===== src/rtl/core/sfp_pkg.sv =====
package sfp_pkg;

  localparam int unsigned FRAME_BYTES_DEF = 36;
  localparam int unsigned MAX_PAYLOAD_DEF = 20;
  localparam int unsigned HEAD_BYTES      = 16;

  localparam logic [7:0]  SYNC_HI  = 8'hA5;
  localparam logic [7:0]  SYNC_LO  = 8'h5A;
  localparam logic [15:0] CRC_POLY = 16'h1021;
  localparam logic [15:0] CRC_INIT = 16'hFFFF;

  // Input commands.
  localparam logic [1:0] CMD_BYTE     = 2'd0;
  localparam logic [1:0] CMD_TICK     = 2'd1;
  localparam logic [1:0] CMD_OVERFLOW = 2'd2;

  // Result event codes.
  localparam logic [2:0] EV_PAYLOAD  = 3'd0;
  localparam logic [2:0] EV_BAD_TYPE = 3'd1;
  localparam logic [2:0] EV_BAD_LEN  = 3'd2;
  localparam logic [2:0] EV_CRC_ERR  = 3'd3;
  localparam logic [2:0] EV_TIMEOUT  = 3'd4;
  localparam logic [2:0] EV_OVERFLOW = 3'd5;

  // Configuration register indexes.
  localparam logic [2:0] CFG_VERSION = 3'd0;
  localparam logic [2:0] CFG_TYPE_A  = 3'd1;
  localparam logic [2:0] CFG_TYPE_B  = 3'd2;
  localparam logic [2:0] CFG_LEN_A   = 3'd3;
  localparam logic [2:0] CFG_LEN_B   = 3'd4;
  localparam logic [2:0] CFG_TIMEOUT = 3'd5;

  typedef enum logic [6:0] {
    ST_IDLE   = 7'b0000001,
    ST_CRC    = 7'b0000010,
    ST_SCAN   = 7'b0000100,
    ST_MOVE   = 7'b0001000,
    ST_EMIT   = 7'b0010000,
    ST_PAYRD  = 7'b0100000,
    ST_PAYOUT = 7'b1000000
  } state_e;

  // One byte of CRC-16/CCITT-FALSE, MSB first.
  function automatic logic [15:0] crc_byte(input logic [15:0] crc, input logic [7:0] b);
    logic [15:0] r;
    r = crc ^ {b, 8'h00};
    for (int n = 0; n < 8; n++) begin
      r = r[15] ? ((r << 1) ^ CRC_POLY) : (r << 1);
    end
    return r;
  endfunction

endpackage


===== src/rtl/core/sfp_ram.sv =====
module sfp_ram #(
  parameter int unsigned WIDTH = 8,
  parameter int unsigned DEPTH = 36
) (
  input  logic                     clk_i,
  input  logic                     we_i,
  input  logic [$clog2(DEPTH)-1:0] waddr_i,
  input  logic [WIDTH-1:0]         wdata_i,
  input  logic [$clog2(DEPTH)-1:0] raddr_i,
  output logic [WIDTH-1:0]         rdata_o
);

  logic [WIDTH-1:0] mem_q [DEPTH];

  always_ff @(posedge clk_i) begin
    if (we_i) begin
      mem_q[waddr_i] <= wdata_i;
    end
    rdata_o <= mem_q[raddr_i];
  end

endmodule


===== src/rtl/core/sync_frame_parser_crc16.sv =====
// Channel    Direction  Payload
// s_axis     in         tdata: data_byte; tuser: command
// m_axis     out        tdata: frame_kind, payload_byte, payload_index, resynced; tuser: event_kind;
//                       tlast: last
// cfg        in         write enable, register index, 16-bit data
//
// A received byte that does not complete a header or frame is handled in the idle state, and so is a
// tick that does not time out; a timeout or an overflow notice then passes to ST_EMIT for the result.
// Completing a frame streams it through the single RAM read port for the CRC and then gives each
// payload byte through a read state and an output state. An error runs a scan over the stored
// bytes, possibly a compaction copy of the kept bytes, then gives the result. Reset is
// asynchronous and clears the control state; the frame store itself is not cleared. A stalled
// result holds in the output register and the sequencer waits for it.
module sync_frame_parser_crc16 #(
  parameter int unsigned FRAME_BYTES = sfp_pkg::FRAME_BYTES_DEF,
  parameter int unsigned MAX_PAYLOAD = sfp_pkg::MAX_PAYLOAD_DEF
) (
  input  logic        clk_i,
  input  logic        rst_ni,
  input  logic        s_axis_tvalid_i,
  output logic        s_axis_tready_o,
  input  logic [7:0]  s_axis_tdata_i,   // [7:0] data_byte
  input  logic [1:0]  s_axis_tuser_i,   // [1:0] command
  output logic        m_axis_tvalid_o,
  input  logic        m_axis_tready_i,
  // [7:0] frame_kind, [15:8] payload_byte, [20:16] payload_index, [21] resynced, rest zero
  output logic [23:0] m_axis_tdata_o,
  output logic [2:0]  m_axis_tuser_o,   // [2:0] event_kind
  output logic        m_axis_tlast_o,
  input  logic        cfg_we_i,
  input  logic [2:0]  cfg_idx_i,
  input  logic [15:0] cfg_data_i
);

  import sfp_pkg::*;

  localparam int unsigned FW = $clog2(FRAME_BYTES + 1);
  localparam int unsigned AW = $clog2(FRAME_BYTES);
  localparam int unsigned SW = $clog2(FRAME_BYTES + 6);
  localparam int unsigned KW = $clog2(MAX_PAYLOAD);

  // Configuration registers.
  logic [7:0]  cfg_ver_q, cfg_ta_q, cfg_tb_q;
  logic [4:0]  cfg_la_q, cfg_lb_q;
  logic [15:0] cfg_to_q;

  always_ff @(posedge clk_i or negedge rst_ni) begin
    if (!rst_ni) begin
      cfg_ver_q <= 8'd1;
      cfg_ta_q  <= 8'd1;
      cfg_tb_q  <= 8'd2;
      cfg_la_q  <= 5'd12;
      cfg_lb_q  <= 5'd20;
      cfg_to_q  <= 16'd50000;
    end else if (cfg_we_i) begin
      unique case (cfg_idx_i)
        CFG_VERSION: cfg_ver_q <= cfg_data_i[7:0];
        CFG_TYPE_A:  cfg_ta_q  <= cfg_data_i[7:0];
        CFG_TYPE_B:  cfg_tb_q  <= cfg_data_i[7:0];
        CFG_LEN_A:   cfg_la_q  <= cfg_data_i[4:0];
        CFG_LEN_B:   cfg_lb_q  <= cfg_data_i[4:0];
        CFG_TIMEOUT: cfg_to_q  <= cfg_data_i;
        default: ;
      endcase
    end
  end

  // Payload length of a type code, or zero when the type is unknown or unusable.
  function automatic logic [4:0] kind_len(input logic [7:0] t);
    logic [4:0] len;
    len = 5'd0;
    if (t == cfg_ta_q) begin
      len = cfg_la_q;
    end else if (t == cfg_tb_q) begin
      len = cfg_lb_q;
    end
    if (len == 5'd0 || 32'(len) > MAX_PAYLOAD || HEAD_BYTES + 32'(len) > FRAME_BYTES) begin
      len = 5'd0;
    end
    return len;
  endfunction

  function automatic logic hdr_ok(input logic [7:0] ver, input logic [7:0] typ,
                                  input logic [7:0] lo, input logic [7:0] hi);
    logic [4:0] kl;
    kl = kind_len(typ);
    return ver == cfg_ver_q && kl != 5'd0 && {hi, lo} == {11'd0, kl};
  endfunction

  // Frame store.
  logic          ram_we;
  logic [AW-1:0] ram_waddr, ram_raddr;
  logic [7:0]    ram_wdata, ram_rdata;

  sfp_ram #(.WIDTH(8), .DEPTH(FRAME_BYTES)) u_store (
    .clk_i   (clk_i),
    .we_i    (ram_we),
    .waddr_i (ram_waddr),
    .wdata_i (ram_wdata),
    .raddr_i (ram_raddr),
    .rdata_o (ram_rdata)
  );

  state_e        state_q, state_d;
  logic [FW-1:0] fill_q, fill_d, exp_q, exp_d;
  logic [15:0]   idle_q, idle_d;
  // Shadow copies of header bytes two to four; byte five is checked as it arrives.
  logic [7:0]    ver_q, ver_d, typ_q, typ_d, lo_q, lo_d;
  logic [15:0]   crc_q, crc_d;
  logic [7:0]    crclo_q, crclo_d;
  logic [SW-1:0] ra_q, ra_d, da_q, da_d, src_q, src_d;
  logic          dv_q, dv_d;
  logic [7:0]    win_q [5];
  logic [7:0]    win_d [5];
  logic [7:0]    lastb_q, lastb_d;
  logic [KW-1:0] k_q, k_d;
  logic [2:0]    ev_q, ev_d;
  logic [7:0]    evk_q, evk_d;

  // Output register.
  logic        ov_q;
  logic [2:0]  oev_q;
  logic [7:0]  okind_q, obyte_q;
  logic [4:0]  oidx_q;
  logic        ors_q, olast_q;
  logic        out_free, out_ld;
  logic [2:0]  oev_d;
  logic [7:0]  okind_d, obyte_d;
  logic [4:0]  oidx_d;
  logic        ors_d, olast_d;

  assign out_free = !ov_q || m_axis_tready_i;

  logic          in_acc;
  logic [FW-1:0] fill_n, plen;
  logic [4:0]    kl_n;
  logic [7:0]    cw [6];
  logic [SW-1:0] fill_s, exp_s;
  logic [15:0]   idle_inc;

  assign in_acc   = s_axis_tvalid_i && (state_q == ST_IDLE);
  assign fill_n   = fill_q + FW'(1);
  assign plen     = exp_q - FW'(HEAD_BYTES);
  assign kl_n     = kind_len(typ_q);
  assign fill_s   = SW'(fill_q);
  assign exp_s    = SW'(exp_q);
  assign idle_inc = (idle_q == 16'hFFFF) ? idle_q : idle_q + 16'd1;

  always_comb begin
    for (int n = 0; n < 5; n++) begin
      cw[n] = win_q[n];
    end
    cw[5] = ram_rdata;
  end

  always_comb begin
    state_d  = state_q;
    fill_d   = fill_q;
    exp_d    = exp_q;
    idle_d   = idle_q;
    ver_d    = ver_q;
    typ_d    = typ_q;
    lo_d     = lo_q;
    crc_d    = crc_q;
    crclo_d  = crclo_q;
    ra_d     = ra_q;
    da_d     = da_q;
    src_d    = src_q;
    dv_d     = 1'b0;
    win_d    = win_q;
    lastb_d  = lastb_q;
    k_d      = k_q;
    ev_d     = ev_q;
    evk_d    = evk_q;
    ram_we    = 1'b0;
    ram_waddr = AW'(fill_q);
    ram_wdata = s_axis_tdata_i;
    ram_raddr = '0;
    out_ld   = 1'b0;
    oev_d    = ev_q;
    okind_d  = evk_q;
    obyte_d  = 8'd0;
    oidx_d   = 5'd0;
    ors_d    = 1'b0;
    olast_d  = 1'b1;

    unique case (state_q)
      ST_IDLE: begin
        if (in_acc) begin
          case (s_axis_tuser_i)
            CMD_BYTE: begin
              idle_d = 16'd0;
              if (fill_q == '0) begin
                if (s_axis_tdata_i == SYNC_HI) begin
                  ram_we = 1'b1;
                  fill_d = FW'(1);
                end
              end else if (fill_q == FW'(1)) begin
                exp_d = '0;
                if (s_axis_tdata_i == SYNC_LO) begin
                  ram_we = 1'b1;
                  fill_d = FW'(2);
                end else if (s_axis_tdata_i != SYNC_HI) begin
                  fill_d = '0;
                end
              end else if (fill_q >= FW'(FRAME_BYTES)) begin
                fill_d = '0;
                exp_d  = '0;
              end else begin
                ram_we = 1'b1;
                fill_d = fill_n;
                case (fill_q)
                  FW'(2): ver_d = s_axis_tdata_i;
                  FW'(3): typ_d = s_axis_tdata_i;
                  FW'(4): lo_d  = s_axis_tdata_i;
                  default: ;
                endcase
                if (fill_q == FW'(5)) begin
                  evk_d = typ_q;
                  if (ver_q != cfg_ver_q || kl_n == 5'd0) begin
                    ev_d    = EV_BAD_TYPE;
                    ra_d    = SW'(1);
                    state_d = ST_SCAN;
                  end else if ({s_axis_tdata_i, lo_q} != {11'd0, kl_n}) begin
                    ev_d    = EV_BAD_LEN;
                    ra_d    = SW'(1);
                    state_d = ST_SCAN;
                  end else begin
                    exp_d = FW'(HEAD_BYTES) + FW'(kl_n);
                  end
                end else if (exp_q != '0 && fill_n == exp_q) begin
                  ra_d    = SW'(2);
                  crc_d   = CRC_INIT;
                  state_d = ST_CRC;
                end
              end
            end
            CMD_TICK: begin
              if (fill_q == '0) begin
                idle_d = 16'd0;
              end else begin
                idle_d = idle_inc;
                if (idle_inc >= cfg_to_q) begin
                  idle_d  = 16'd0;
                  fill_d  = '0;
                  exp_d   = '0;
                  ev_d    = EV_TIMEOUT;
                  evk_d   = (fill_q >= FW'(4)) ? typ_q : 8'd0;
                  state_d = ST_EMIT;
                end
              end
            end
            CMD_OVERFLOW: begin
              idle_d  = 16'd0;
              fill_d  = '0;
              exp_d   = '0;
              ev_d    = EV_OVERFLOW;
              evk_d   = (fill_q >= FW'(4)) ? typ_q : 8'd0;
              state_d = ST_EMIT;
            end
            default: ;
          endcase
        end
      end

      ST_CRC: begin
        // Stream bytes 2 up to the end of the frame; the last two are the stored CRC.
        if (ra_q < exp_s) begin
          ram_raddr = AW'(ra_q);
          dv_d      = 1'b1;
          da_d      = ra_q;
          ra_d      = ra_q + SW'(1);
        end
        if (dv_q) begin
          if (da_q < exp_s - SW'(2)) begin
            crc_d = crc_byte(crc_q, ram_rdata);
          end else if (da_q == exp_s - SW'(2)) begin
            crclo_d = ram_rdata;
          end else begin
            dv_d = 1'b0;
            if ({ram_rdata, crclo_q} == crc_q) begin
              k_d     = '0;
              state_d = ST_PAYRD;
            end else begin
              ev_d    = EV_CRC_ERR;
              evk_d   = typ_q;
              ra_d    = SW'(1);
              state_d = ST_SCAN;
            end
          end
        end
      end

      ST_SCAN: begin
        // Sliding window of six bytes; candidate start is the oldest byte.
        ram_raddr = (ra_q < fill_s) ? AW'(ra_q) : '0;
        dv_d      = 1'b1;
        da_d      = ra_q;
        ra_d      = ra_q + SW'(1);
        if (dv_q) begin
          for (int n = 0; n < 4; n++) begin
            win_d[n] = win_q[n+1];
          end
          win_d[4] = ram_rdata;
          if (da_q == fill_s - SW'(1)) begin
            lastb_d = ram_rdata;
          end
          if (da_q >= SW'(6) && da_q < fill_s + SW'(4) && cw[0] == SYNC_HI &&
              cw[1] == SYNC_LO && (da_q >= fill_s || hdr_ok(cw[2], cw[3], cw[4], cw[5]))) begin
            src_d   = da_q - SW'(5);
            ra_d    = da_q - SW'(5);
            dv_d    = 1'b0;
            ver_d   = cw[2];
            typ_d   = cw[3];
            lo_d    = cw[4];
            exp_d   = (da_q < fill_s) ? FW'(HEAD_BYTES) + FW'({cw[5], cw[4]}) : '0;
            state_d = ST_MOVE;
          end else if (da_q == fill_s + SW'(3)) begin
            fill_d  = (lastb_q == SYNC_HI) ? FW'(1) : '0;
            exp_d   = '0;
            dv_d    = 1'b0;
            state_d = ST_EMIT;
          end
        end
      end

      ST_MOVE: begin
        // Copy the kept bytes down to the store's start, one a cycle.
        ram_raddr = AW'(ra_q);
        if (ra_q < fill_s) begin
          dv_d = 1'b1;
          da_d = ra_q;
          ra_d = ra_q + SW'(1);
        end
        if (dv_q) begin
          ram_we    = 1'b1;
          ram_waddr = AW'(da_q - src_q);
          ram_wdata = ram_rdata;
          if (da_q == fill_s - SW'(1)) begin
            fill_d  = FW'(fill_s - src_q);
            dv_d    = 1'b0;
            state_d = ST_EMIT;
          end
        end
      end

      ST_EMIT: begin
        if (out_free) begin
          out_ld  = 1'b1;
          ors_d   = (ev_q == EV_BAD_TYPE) || (ev_q == EV_BAD_LEN) || (ev_q == EV_CRC_ERR);
          state_d = ST_IDLE;
        end
      end

      ST_PAYRD: begin
        ram_raddr = AW'(14 + 32'(k_q));
        state_d   = ST_PAYOUT;
      end

      ST_PAYOUT: begin
        ram_raddr = AW'(14 + 32'(k_q));
        if (out_free) begin
          out_ld  = 1'b1;
          oev_d   = EV_PAYLOAD;
          okind_d = typ_q;
          obyte_d = ram_rdata;
          oidx_d  = 5'(k_q);
          olast_d = (FW'(k_q) == plen - FW'(1));
          if (olast_d) begin
            fill_d  = '0;
            exp_d   = '0;
            state_d = ST_IDLE;
          end else begin
            k_d     = k_q + KW'(1);
            state_d = ST_PAYRD;
          end
        end
      end

      default: state_d = ST_IDLE;
    endcase
  end

  always_ff @(posedge clk_i or negedge rst_ni) begin
    if (!rst_ni) begin
      state_q <= ST_IDLE;
      fill_q  <= '0;
      exp_q   <= '0;
      idle_q  <= 16'd0;
      dv_q    <= 1'b0;
      ov_q    <= 1'b0;
    end else begin
      state_q <= state_d;
      fill_q  <= fill_d;
      exp_q   <= exp_d;
      idle_q  <= idle_d;
      dv_q    <= dv_d;
      if (out_ld) begin
        ov_q <= 1'b1;
      end else if (m_axis_tready_i) begin
        ov_q <= 1'b0;
      end
    end
  end

  always_ff @(posedge clk_i) begin
    ver_q   <= ver_d;
    typ_q   <= typ_d;
    lo_q    <= lo_d;
    crc_q   <= crc_d;
    crclo_q <= crclo_d;
    ra_q    <= ra_d;
    da_q    <= da_d;
    src_q   <= src_d;
    win_q   <= win_d;
    lastb_q <= lastb_d;
    k_q     <= k_d;
    ev_q    <= ev_d;
    evk_q   <= evk_d;
    if (out_ld) begin
      oev_q   <= oev_d;
      okind_q <= okind_d;
      obyte_q <= obyte_d;
      oidx_q  <= oidx_d;
      ors_q   <= ors_d;
      olast_q <= olast_d;
    end
  end

  assign s_axis_tready_o = (state_q == ST_IDLE);
  assign m_axis_tvalid_o = ov_q;
  assign m_axis_tdata_o  = {2'b00, ors_q, oidx_q, obyte_q, okind_q};
  assign m_axis_tuser_o  = oev_q;
  assign m_axis_tlast_o  = olast_q;

endmodule

===== config.mk =====
export PLATFORM = sky130hd
export DESIGN_NAME = sync_frame_parser_crc16
export DESIGN_NICKNAME = d
export VERILOG_FILES = /design/src/rtl/core/sfp_pkg.sv /design/src/rtl/core/sfp_ram.sv /design/src/rtl/core/sync_frame_parser_crc16.sv
export SDC_FILE = /design/constraint.sdc
export NUM_CORES = 1
export LEC_CHECK = 0
export BUFFER_PORTS_ARGS = -buffer_cell sky130_fd_sc_hd__buf_2
export CAP_MARGIN = 10
export CORE_MARGIN = 3
export CORE_UTILIZATION = 32
export DETAILED_ROUTE_END_ITERATION = 16
export GPL_ROUTABILITY_DRIVEN = 0
export GPL_TIMING_DRIVEN = 1
export PLACE_DENSITY = 0.54
export SYNTH_ARGS = -nofsm -noshare
export SYNTH_HDL_FRONTEND = slang
export SYNTH_SLANG_ARGS = --single-unit
export TNS_END_PERCENT = 1

===== constraint.sdc =====
create_clock -name clk_i -period 6.3 [get_ports clk_i]
set_input_delay 0.63 -clock clk_i [delete_from_list [all_inputs] [get_ports clk_i]]
set_output_delay 0.63 -clock clk_i [all_outputs]
set_load 0.01 [all_outputs]

# Word level (Yosys, flattened, before mapping)

Memory sizes are Yosys's and may differ from the RTL's. A register that Yosys moved wholly into a read port is not among the register bits.
Cells that the tools add are included.

Input bits: 34
Bits in registers: 243
Output and inout bits: 30
Logic and storage cells: 439
Bits in latches: 0
ROM bits: 0
Memory bits (writable): 288
Memories kept: 1

Memories:

| memory        | depth | bits a word | read ports | clocked after memory_dff | write ports | line          | source |
|---|---|---|---|---|---|---|---|
| u_store.mem_q | 36    | 8           | 1          | 1                        | 1           | sfp_ram.sv:13 | `logic [WIDTH-1:0] mem_q [DEPTH];` |

Bitwise operators: 10
$mul: 0
Magnitude comparators: 14
Shift operators: 0
Add/subtract/negate cells: 18
Equal/unequal tests: 89
Divide/modulo/power cells: 0
Reduce and logical (&&, ||, !) cells: 63
Muxes and demuxes: 209

Operator list:

| operator           | count |
|---|---|
| $mux 8             | 40 |
| $mux 6             | 52 |
| $mux 16            | 12 |
| $mux 7             | 20 |
| $mux 13            | 8 |
| $mux 5             | 16 |
| $pmux 6 s3         | 4 |
| $pmux 6 s4         | 3 |
| $pmux 16 s2        | 2 |
| $pmux 8 s2         | 4 |
| $pmux 7 s7         | 1 |
| $mux 3             | 15 |
| $ne 2x2->1 const B | 22 |
| $eq 8x8->1         | 5 |
| $reduce_and 9->1   | 4 |
| $lt 6x6->1         | 5 |
| $reduce_and 14->1  | 2 |
| $reduce_and 13->1  | 2 |
| $mux 1             | 25 |
| $eq 6x6->1         | 4 |
| $eq 8x8->1 const B | 3 |
| $not 3->3          | 8 |
| $pmux 8 s3         | 1 |
| $ne 3x3->1 const B | 7 |
| 76 further kinds   | 138 |

# Logic depth before layout (Yosys ltp)

Gate-level depths: netlist of the first run.

Word-level depth: 20
Depth in mapped cells: 19
Depth with buffers taken out: 19

# Hierarchy

A second synthesis of the first run with hierarchy kept.

Cell total of the unflattened synthesis: 2013
Area total of the unflattened synthesis: 26287.7 sq um

Modules (own cells, without submodules):

| module                  | times used | sequential area each (sq um) | cells each | area each (sq um) |
|---|---|---|---|---|
| sync_frame_parser_crc16 | 1          | 6879.1                       | 1372       | 14532.7 |
| sfp_ram                 | 1          | 8808.4                       | 641        | 11755.0 |

# Least setup slack after synthesis of the first run

OpenSTA, ideal clock, no wires.

Kind: register to register
From: register exp_q[2]
To: register crc_q[0], enable pin
Arrival: 4463 ps
Buffers on the path: 0
Data required time: 5822 ps
Clock period less this slack: 4940 ps
Cell stages (with the launch flop): 11
Library setup time: 478 ps
Setup slack: 1360 ps
Cell sequence: dfrtp_1 inv_1 ha_1 xnor2_1 ha_1 a21o_1 a21oi_1 nor2b_1 nor4b_1 nor2_1 a2111oi_0

Cells in the longest elaborated chain, start to end: 4
Elaborated cells between the ends (all ways): 8
Classes of those cells: 1 x add/sub; 1 x order compare; 3 x eq/ne; 3 x reduce/logical

RTL lines:

| item                                                             | line                                                           | source |
|---|---|---|
| start, declared                                                  | sync_frame_parser_crc16.sv:105                                 | `logic [FW-1:0] fill_q, fill_d, exp_q, exp_d;` |
| start signal, assigned                                           | sync_frame_parser_crc16.sv:395                                 | `exp_q <= exp_d;` |
| $sub 6x2->6, or another cell as far along                        | sync_frame_parser_crc16.sv:275                                 | `if (da_q < exp_s - SW'(2)) begin` |
| $lt 6x6->1 / $logic_and 1x1->1 (equally long branches)           | sync_frame_parser_crc16.sv:275, sync_frame_parser_crc16.sv:231 |  |
| $ne 2x2->1 (no source line) / $ne 2x1->1 (equally long branches) | --                                                             |  |
| $reduce_and 10->1 (no source line) (*)                           | --                                                             |  |
| end signal, assigned                                             | sync_frame_parser_crc16.sv:410                                 | `crc_q <= crc_d;` |
| end, declared                                                    | sync_frame_parser_crc16.sv:109                                 | `logic [15:0] crc_q, crc_d;` |

Mark *: on every way between the ends. The rest lies on a longest branch, timed or not.
A chain may end at the register's enable or synchronous reset.

# Worst setup path in the final report of the first run

From: register idle_q[3]
To: register ev_q[2], enable pin

Cells in the longest elaborated chain, start to end: 5
Elaborated cells between the ends (all ways): 6
Classes of those cells: 1 x add/sub; 1 x order compare; 2 x eq/ne; 1 x mux; 1 x reduce/logical

RTL lines:

| item                                                 | line                           | source |
|---|---|---|
| start, declared                                      | sync_frame_parser_crc16.sv:106 | `logic [15:0] idle_q, idle_d;` |
| start signal, assigned                               | sync_frame_parser_crc16.sv:396 | `idle_q <= idle_d;` |
| $add 16x1->16 / $eq 16x16->1 (equally long branches) | sync_frame_parser_crc16.sv:147 | `assign idle_inc = (idle_q == 16'hFFFF) ? idle_q : idle_q + 16'd1;` |
| $mux 16 (*)                                          | sync_frame_parser_crc16.sv:147 |  |
| $ge 16x16->1 (*)                                     | sync_frame_parser_crc16.sv:243 | `if (idle_inc >= cfg_to_q) begin` |
| $ne 3x3->1 (no source line) (*)                      | --                             |  |
| $reduce_and 14->1 (no source line) (*)               | --                             |  |
| end signal, assigned                                 | sync_frame_parser_crc16.sv:418 | `ev_q <= ev_d;` |
| end, declared                                        | sync_frame_parser_crc16.sv:117 | `logic [2:0] ev_q, ev_d;` |

Marked as above.

==> metrics.txt, run 1 <==
Final Critical Period 5.14 ns; post-route non-filler standard cell count 3394; Cell Area, Synth 26100 um2; FP Rows 104; hold_ws 0.269 ns; maximum number of pins on one net before global-route repair 81; total wire length after detailed routing 73.8 mm; per-cell via count in the routed design 5.34; post-placement cell count 3288; starting density of the core 0.324; cell depth of the worst flop-to-flop path 17; Synth area leader sky130_fd_sc_hd__edfxtp_1; average routed wire per standard cell 21.7 um; total congestion overflow after global routing 0; sw frac 0.333; async set or reset register ratio after synthesis 0.161; Worst Clk Skew 0.0640 ns; data arrival at the endpoint of the critical path 5.38 ns; critical path startpoint category flip-flop; die span in y 292 um; global router's overall resource usage 0.170; cell with the most instances after synthesis sky130_fd_sc_hd__edfxtp_1; main area contributors after synthesis sky130_fd_sc_hd__edfxtp_1, sky130_fd_sc_hd__dfrtp_1, sky130_fd_sc_hd__nand2_1; layout-stage area growth over the synthesis result 12.7%; achievable frequency 195 MHz; sw power 0.00359 W; EDFF count, synth 444; nets@finish 2398; critical path class reg2reg; post-cts sizing count 0; IR drop worst, VDD 259 uV; worst min-delay path class in2reg; Post-Route Utilization 0.365; level count of the clock H-tree 2; Tightest Pin Transition 1.13 ns; critical path required time 6.54 ns; number of diodes 0; antenna violations before repair 1; count of input and output buffers 61; Horiz. Die Dim 292 um; cell count after synthesis 2241; global-route wire length before repair 112 mm; final sum of negative setup slack 0 ns; number of register bits inferred by synthesis 539; part of the Yosys area used for sequential elements 0.600; synth unique cells 88; source-to-sink clock delay at the later pin of the worst-skew pair 0.65 ns; remaining antenna violation count 0; clock edge transition at the registers on the reported setup and hold paths 0.06 ns; area share of the leading cell type in the synthesized netlist 0.510; DIE AREA 85100 um2; Detailed Route Iter0 Violations 2065; number of endpoints with negative hold slack in the final report 0; total vias in the final route 18100; leakage power 10.6 nW; Place WS 1.24 ns; iteration count of the initial detailed-routing pass 6; Max Slew Vio Count 0; Max Buffers Root-to-Sink 3; Mapped Avg Cell Area 11.7 um2; vias in the first global route 17700; number of failing setup endpoints in the final timing report 0; outcome completed; number of synthesis warnings 0; TritonCTS clock tree done; power density relative to cell area 366 nW/um2; core area 80700 um2; sequential power share 0.438; total I/O pin count 64; biggest cell delay along the critical path 0.49 ns; Post CTS Setup Buffer Count 0; top cells by count, synth sky130_fd_sc_hd__edfxtp_1, sky130_fd_sc_hd__nand2_1, sky130_fd_sc_hd__nand3_1; TritonCTS sink count 539; Critical-path top delay cell sky130_fd_sc_hd__o21a_1; # Max-Cap Violations 0; sort of element at the end of the critical path flip-flop; critical path fanouts, max 10; number of buffers created by CTS 56; hpwl dp 50.9 mm; share of power burned in combinational logic 0.256; Root Buffer sky130_fd_sc_hd__clkbuf_16; RSZ-0062 raised after global routing no; Max-slew headroom 0.242; dominant register cell in the synthesized netlist sky130_fd_sc_hd__edfxtp_1; Power Internal 0.00719 W; relative contribution of the clock network to total power 0.306; Hold Path Stages 2; worst setup slack after layout 1.16 ns; fin crit share 0.816; number of remaining DRC errors 0; ordered cell list for the critical path and4_1, nand3_1, nor3_1, nand4_1, nor2b_1, nand2_1, nor2_1, xor2_1, ha_1, o21ai_0, a2111oi_0, a211oi_1, nand2_1, a21oi_1, a21oi_1, o21a_1, a21boi_0; layout cell share with drive strength beyond 1 0.119
-- path summary, 6_finish.rpt --
| kind | from | end | slack (ns) |
|---|---|---|---|
| max | idle_q[3] | ev_q[2] | 1.16 |
| min | cfg_data_i[9] | cfg_to_q[9] | 0.27 |
| max reg2reg | idle_q[3] | ev_q[2] | 1.16 |
| min reg2reg | cw[39] | cw[47] | 0.44 |
| max in group asynchronous | rst_ni | state_q[4] | 4.65 |
| min in group asynchronous | rst_ni | cfg_to_q[10] | 0.40 |
-- cells in the final DEF, fill, tap and decap left out, drive strengths merged, types with 30 or more instances in the layout --
| cell type | count |
|---|---|
| mux2 | 76 |
| xor2 | 64 |
| a21oi | 67 |
| o21ai | 73 |
| nand3 | 139 |
| and2 | 30 |
| nor2 | 120 |
| buf | 84 |
| inv | 57 |
| and3 | 33 |
| nand4 | 34 |
| nand2 | 388 |
| edfxtp | 444 |
| ha | 75 |
| mux2i | 36 |
| nor3 | 32 |
| xnor2 | 90 |
| dfrtp | 73 |
| clkbuf | 70 |
| clkinv | 30 |
| a31oi | 35 |
-- routing by layer --
metal	wire length, um	vias up	track usage
li1	-	8292	-
met1	32900	9092	0.238
met2	34800	619	0.278
met3	4330	105	0.0237
met4	1730	0	0.0433
met5	0	-	0
-- cell type report --
type	count	area (um2)
clock buffers	70	1490
multi-input cells	1547	9870
well taps	1060	1330
fillers	7937	51200
repair buffers	85	515
flip-flops and latches	539	15700
clock inverters	35	335
inverters	58	218
-- power by group through the flow --
stage	clock network [W]	registers [W]	logic, W
4_1_cts	0.00337	0.00472	0.00275
3_5_place_dp	0	0.00479	0.00273
6_report	0.00330	0.00472	0.00276
5_1_grt	0.00352	0.00477	0.00303
2_1_floorplan	0	0.00458	0.00200
3_3_place_gp	0	0.00478	0.00267
-- state kept, by name, indices dropped and copies added (netlist names), 16 cells and up --
register and count:
u_store.mem_q 288, cw 40, cfg_to_q 16, crc_q 16, idle_q 16
-- metrics by stage --
stage,cell area (um2),total power [W]
6_report,29400,0.0108
5_1_grt,29400,0.0113
4_1_cts,29400,0.0108
3_5_place_dp,27600,0.00752
3_3_place_gp,27600,0.00746
2_1_floorplan,26100,0.00659
-- logic make-up after synthesis --
group	Yosys count	share of synthesized area
adders and majority gates	77	0.0374
DFF	539	0.600
and+or+nand+nor	872	0.155
buffers and inverters	156	0.0242
muxes	112	0.0467
other	1	0.000143
AOI/OAI and AO/OA	330	0.0847
xor gates and xnor gates	154	0.0516
-- worst max-delay path: cells and delay by family (launching register included) --
family,cells,cell delay (ns)
AND/OR/NAND/NOR,8,1.95
flip-flops,1,0.45
AO/OA/AOI/OAI,7,1.93
adder cells (fa/ha/maj),1,0.28
XOR/XNOR,1,0.15
-- what timing repair did --
item	in CTS	in global routing
endpoints found under the setup margin	0	0
endpoints found under the hold margin	4	0
hold buffers	1	0
Note: power is estimated with default switching activity, not from simulation.
==> run 2: changes to the inputs <==
clock period = 5.15 ns   (was 6.3 ns; I/O delays follow)
==> metrics.txt, run 2 (synthesis gave the netlist of run 1 again) <==
TritonCTS sink count 539; register ranked first by flip-flop count u_store.mem_q; Critical-path top delay cell sky130_fd_sc_hd__nand4bb_1; ordered cell list for the critical path and4_1, nand3_1, nor3_1, nand4_1, nor2b_1, nand2_1, nor2_1, xor2_1, ha_1, o21ai_0, a2111oi_0, a211oi_1, nand2_1, a21oi_1, nand4bb_1, mux2_4; global-route wire length before repair 113 mm; IR drop worst, VDD 299 uV; Worst Clk Skew 0.0324 ns; outcome completed; layout-stage area growth over the synthesis result 13.5%; die span in y 292 um; leading cell type in the layout, fill and taps excluded sky130_fd_sc_hd__edfxtp_1; DIE AREA 85100 um2; Final Critical Period 4.45 ns; maximum number of pins on one net before global-route repair 52; Final Total Pwr 0.0133 W; final sum of negative setup slack 0 ns; number of diodes 0; level count of the clock H-tree 2; data arrival at the endpoint of the critical path 4.96 ns; achievable frequency 225 MHz; nets@finish 2431; total vias in the final route 18300; worst setup slack after layout 0.700 ns; RSZ-0062 raised after global routing no; total I/O pin count 64; Root Buffer sky130_fd_sc_hd__clkbuf_16; most prevalent standard cell on the critical path sky130_fd_sc_hd__nand2_1; global router's overall resource usage 0.172; final-layout fill cell count 7853; vias in the first global route 18100; average routed wire per standard cell 21.8 um; Tightest Pin Transition 1.04 ns; per-cell via count in the routed design 5.34; FP Rows 104; Max Slew Vio Count 0; fin crit share 0.864; TritonCTS clock tree done; critical path startpoint category flip-flop; Max Buffers Root-to-Sink 3; Hold Path Stages 2; remaining antenna violation count 0; source-to-sink clock delay at the later pin of the worst-skew pair 0.64 ns; number of buffers created by CTS 56; core area 80700 um2; leading cell types in the layout, fill and taps excluded sky130_fd_sc_hd__edfxtp_1, sky130_fd_sc_hd__nand2_1, sky130_fd_sc_hd__nand3_1, sky130_fd_sc_hd__nor2_1, sky130_fd_sc_hd__xnor2_1; critical path required time 5.66 ns; hpwl dp 52.0 mm; Max-slew headroom 0.303; critical path class reg2reg; setup slack, reg-to-reg 0.70 ns; Detailed Route Iter0 Violations 1792; sort of element at the end of the critical path flip-flop; total congestion overflow after global routing 0; number of endpoints with negative hold slack in the final report 0; critical path fanouts, max 7; Place WS 0.452 ns; worst min-delay path class in2reg; iteration count of the initial detailed-routing pass 6; biggest cell delay along the critical path 0.51 ns; cell depth of the worst flop-to-flop path 16; clock edge transition at the registers on the reported setup and hold paths 0.06 ns; antenna violations before repair 0; flip-flop count of the largest register, all copies and words added 288; layout cell share with drive strength beyond 1 0.130; number of remaining DRC errors 0; leakage power 10.7 nW; power density relative to cell area 448 nW/um2; Horiz. Die Dim 292 um; number of failing setup endpoints in the final timing report 0; starting density of the core 0.324; # Max-Cap Violations 0; total wire length after detailed routing 74.5 mm; count of input and output buffers 61
-- run 2: final cells by class --
class | count | area (um2) | area share
clock buffers | 80 | 1600 | 0.0540
clock inverters | 25 | 216 | 0.00730
multi-input cells | 1547 | 9870 | 0.333
inverters | 58 | 218 | 0.00734
repair buffers | 118 | 738 | 0.0249
well taps | 1060 | 1330 | 0.0447
flip-flops and latches | 539 | 15700 | 0.529
-- run 2: worst paths after layout --
| kind | startpoint | to |
|---|---|---|
| max | idle_q[3] | exp_q[4] |
| min | cfg_data_i[14] | cfg_to_q[14] |
| max reg2reg | idle_q[3] | exp_q[4] |
| min reg2reg | cw[35] | cw[43] |
| max in group asynchronous | rst_ni | state_q[4] |
| min in group asynchronous | rst_ni | cfg_to_q[0] |
-- run 2: metrics by stage --
step / hold WS, ns / area (um2) / cells / utilization
final: 0.135 / 29700 / 3427 / 0.368
after global routing: 0.130 / 29700 / 3427 / 0.368
after CTS: 0.104 / 29600 / 3425 / 0.367
after detailed placement: 0.432 / 27800 / 3319 / 0.345
after global placement: 0.422 / 27800 / 3319 / 0.345
after floorplan: 0.219 / 26100 / 2242 / -
-- run 2: where the power goes --
group          switching (W)  internal, W  leakage (nW)
combinational        0.00224      0.00132          4.72
clock                0.00175      0.00227         0.891
sequential          0.000431      0.00527          5.11
total                0.00442      0.00887          10.7
-- run 2: metal layers --
layer	GRT usage	vias to the layer above	part of all wire
met4	0.0412	0	0.022
li1	-	8353	-
met5	0	-	0
met2	0.285	667	0.47
met3	0.0221	114	0.063
met1	0.239	9155	0.44
-- run 2: worst max-delay path: cells and delay by family (launching register included) --
family	cells	cell delay (ns)
simple gates	9	2.20
compound gates	4	0.79
flops	1	0.45
mux	1	0.45
fa+ha+maj	1	0.28
xor+xnor	1	0.15
-- run 2: timing repair --
item	in CTS	in global routing
buffers inserted	0	2
gates resized for setup	0	1
hold endpoints to repair	33	0
hold buffers	1	0
setup endpoints to repair	0	3
==> run 3: changes to the inputs <==
--- a/config.mk
+++ b/config.mk
@@ -11,2 +11,3 @@
 export CORE_UTILIZATION = 32
+export CTS_CLUSTER_SIZE = 8
 export DETAILED_ROUTE_END_ITERATION = 16
==> constraint.sdc (replaced) <==
create_clock -name clk_i -period 5.15 [get_ports clk_i]
set_input_delay 0.2575 -clock clk_i [delete_from_list [all_inputs] [get_ports clk_i]]
set_output_delay 0.2575 -clock clk_i [all_outputs]
set_load 0.01 [all_outputs]
==> metrics.txt, run 3 (synthesis gave the netlist of run 1 again) <==
outcome completed; Max Buffers Root-to-Sink 3; number of buffers created by CTS 77; total congestion overflow after global routing 0; layout-stage area growth over the synthesis result 15.6%; IR drop worst, VDD 238 uV; instance area after placement 27800 um2; critical path startpoint category flip-flop; total vias in the final route 18400; Max-slew headroom 0.276; antenna violations before repair 0; number of endpoints with negative hold slack in the final report 0; critical path fanouts, max 10; Final Critical Period 4.68 ns; finished layout cell area 30200 um2; critical path required time 5.65 ns; die span in y 292 um; source-to-sink clock delay at the later pin of the worst-skew pair 0.63 ns; total wire length after detailed routing 75.0 mm; Place WS 0.452 ns; average routed wire per standard cell 21.7 um; leading cell types in the layout, fill and taps excluded sky130_fd_sc_hd__edfxtp_1, sky130_fd_sc_hd__nand2_1, sky130_fd_sc_hd__nand3_1, sky130_fd_sc_hd__nor2_1, sky130_fd_sc_hd__xnor2_1; final-layout fill cell count 7795; Detailed Route Iter0 Violations 1632; total I/O pin count 64; FP Rows 104; data arrival at the endpoint of the critical path 5.19 ns; Tightest Pin Transition 1.08 ns; worst min-delay path class in2reg; final sum of negative setup slack 0 ns; global-route wire length before repair 114 mm; remaining antenna violation count 0; sort of element at the end of the critical path flip-flop; Post-Route Utilization 0.374; # Max-Cap Violations 0; critical path class reg2reg; RSZ-0062 raised after global routing no; layout cell share with drive strength beyond 1 0.129; starting density of the core 0.324; number of failing setup endpoints in the final timing report 0; Root Buffer sky130_fd_sc_hd__clkbuf_16; iteration count of the initial detailed-routing pass 7; hpwl dp 52.0 mm; power density relative to cell area 463 nW/um2; achievable frequency 213 MHz; vias in the first global route 18400; per-cell via count in the routed design 5.34; flip-flop count of the largest register, all copies and words added 288; core area 80700 um2; Worst Clk Skew 0.0408 ns; number of diodes 0; count of input and output buffers 61; clock edge transition at the registers on the reported setup and hold paths 0.05 ns; register ranked first by flip-flop count u_store.mem_q; level count of the clock H-tree 3; TritonCTS clock tree done; fin crit share 0.910; leading cell type in the layout, fill and taps excluded sky130_fd_sc_hd__edfxtp_1; leakage power 11.0 nW; DIE AREA 85100 um2; worst setup slack after layout 0.466 ns; Horiz. Die Dim 292 um; TritonCTS sink count 539; nets@finish 2466; number of remaining DRC errors 0; global router's overall resource usage 0.174; Max Slew Vio Count 0; maximum number of pins on one net before global-route repair 52
run 3: changes by cell type in the layout (fill, tap and decap cells not counted), sizes merged:
cell / before / now
clkbuf: 80 / 112
clkinv: 23 / 6
dlygate4sd3: 1 / 17
buf: 117 / 115
bufinv: 2 / 0
inv: 57 / 59
clkinvlp: 1 / 0
run 3: repair_timing:
item / 4_1_cts / 5_1_grt
setup endpoints to repair: 0 / 3
endpoints found under the hold margin: 72 / 0
resized for setup: 0 / 1
hold buffers: 17 / 0
setup buffers: 0 / 0
run 3: metal layers:
layer,global-route usage,vias up,share of wire
met2,0.285,706,0.47
met3,0.0297,114,0.065
met1,0.239,9206,0.44
met4,0.0446,0,0.022
met5,0,-,0
li1,-,8418,-
run 3: power by group:
group	leakage (nW)	total [W]	switching, W	internal, W
registers	5.11	0.00572	0.000431	0.00528
clock network	1.06	0.00470	0.00190	0.00279
logic	4.78	0.00357	0.00224	0.00133
run 3: final cells by class:
cell class	instances	area [um2]	area share
clock buffers	112	2080	0.0688
repair buffers	132	883	0.0292
inverters	58	218	0.00721
multi-input cells	1547	9870	0.327
flip-flops and latches	539	15700	0.519
clock inverters	7	144	0.00476
well taps	1060	1330	0.0439
run 3: per-stage QoR:
| step | std cells | hold WS [ns] | power [W] |
|---|---|---|---|
| floorplan | 2242 | -0.0381 | 0.00806 |
| global placement | 3319 | 0.277 | 0.00922 |
| detailed placement | 3319 | 0.284 | 0.00932 |
| CTS | 3455 | 0.0125 | 0.0141 |
| global route | 3455 | 0.0267 | 0.0147 |
| finish | 3455 | 0.0307 | 0.0140 |
run 3: final timing paths:
kind	startpoint	to	slack (ns)	cells past startpoint
setup / recovery	idle_q[3]	exp_q[4]	0.47	16
hold / removal	cfg_data_i[1]	cfg_la_q[1]	0.03	2
setup reg to reg	idle_q[3]	exp_q[4]	0.47	16
hold reg to reg	cw[35]	cw[43]	0.44	0
max in group asynchronous	rst_ni	state_q[3]	3.94	3
min in group asynchronous	rst_ni	cfg_to_q[3]	0.18	2
run 3: worst max-delay path, stage by stage, from the launching register on:
cell	delay [ns]
sky130_fd_sc_hd__dfrtp_1	0.45
sky130_fd_sc_hd__and4_1	0.29
sky130_fd_sc_hd__nand3_1	0.16
sky130_fd_sc_hd__nor3_1	0.34
sky130_fd_sc_hd__nand4_1	0.41
sky130_fd_sc_hd__nor2b_1	0.32
sky130_fd_sc_hd__nand2_1	0.16
sky130_fd_sc_hd__nor2_1	0.08
sky130_fd_sc_hd__xor2_1	0.15
sky130_fd_sc_hd__ha_1	0.28
sky130_fd_sc_hd__o21ai_0	0.11
sky130_fd_sc_hd__a2111oi_0	0.42
sky130_fd_sc_hd__a211oi_1	0.17
sky130_fd_sc_hd__nand2_1	0.19
sky130_fd_sc_hd__a21oi_1	0.09
sky130_fd_sc_hd__nand4bb_1	0.51
sky130_fd_sc_hd__mux2_4	0.45
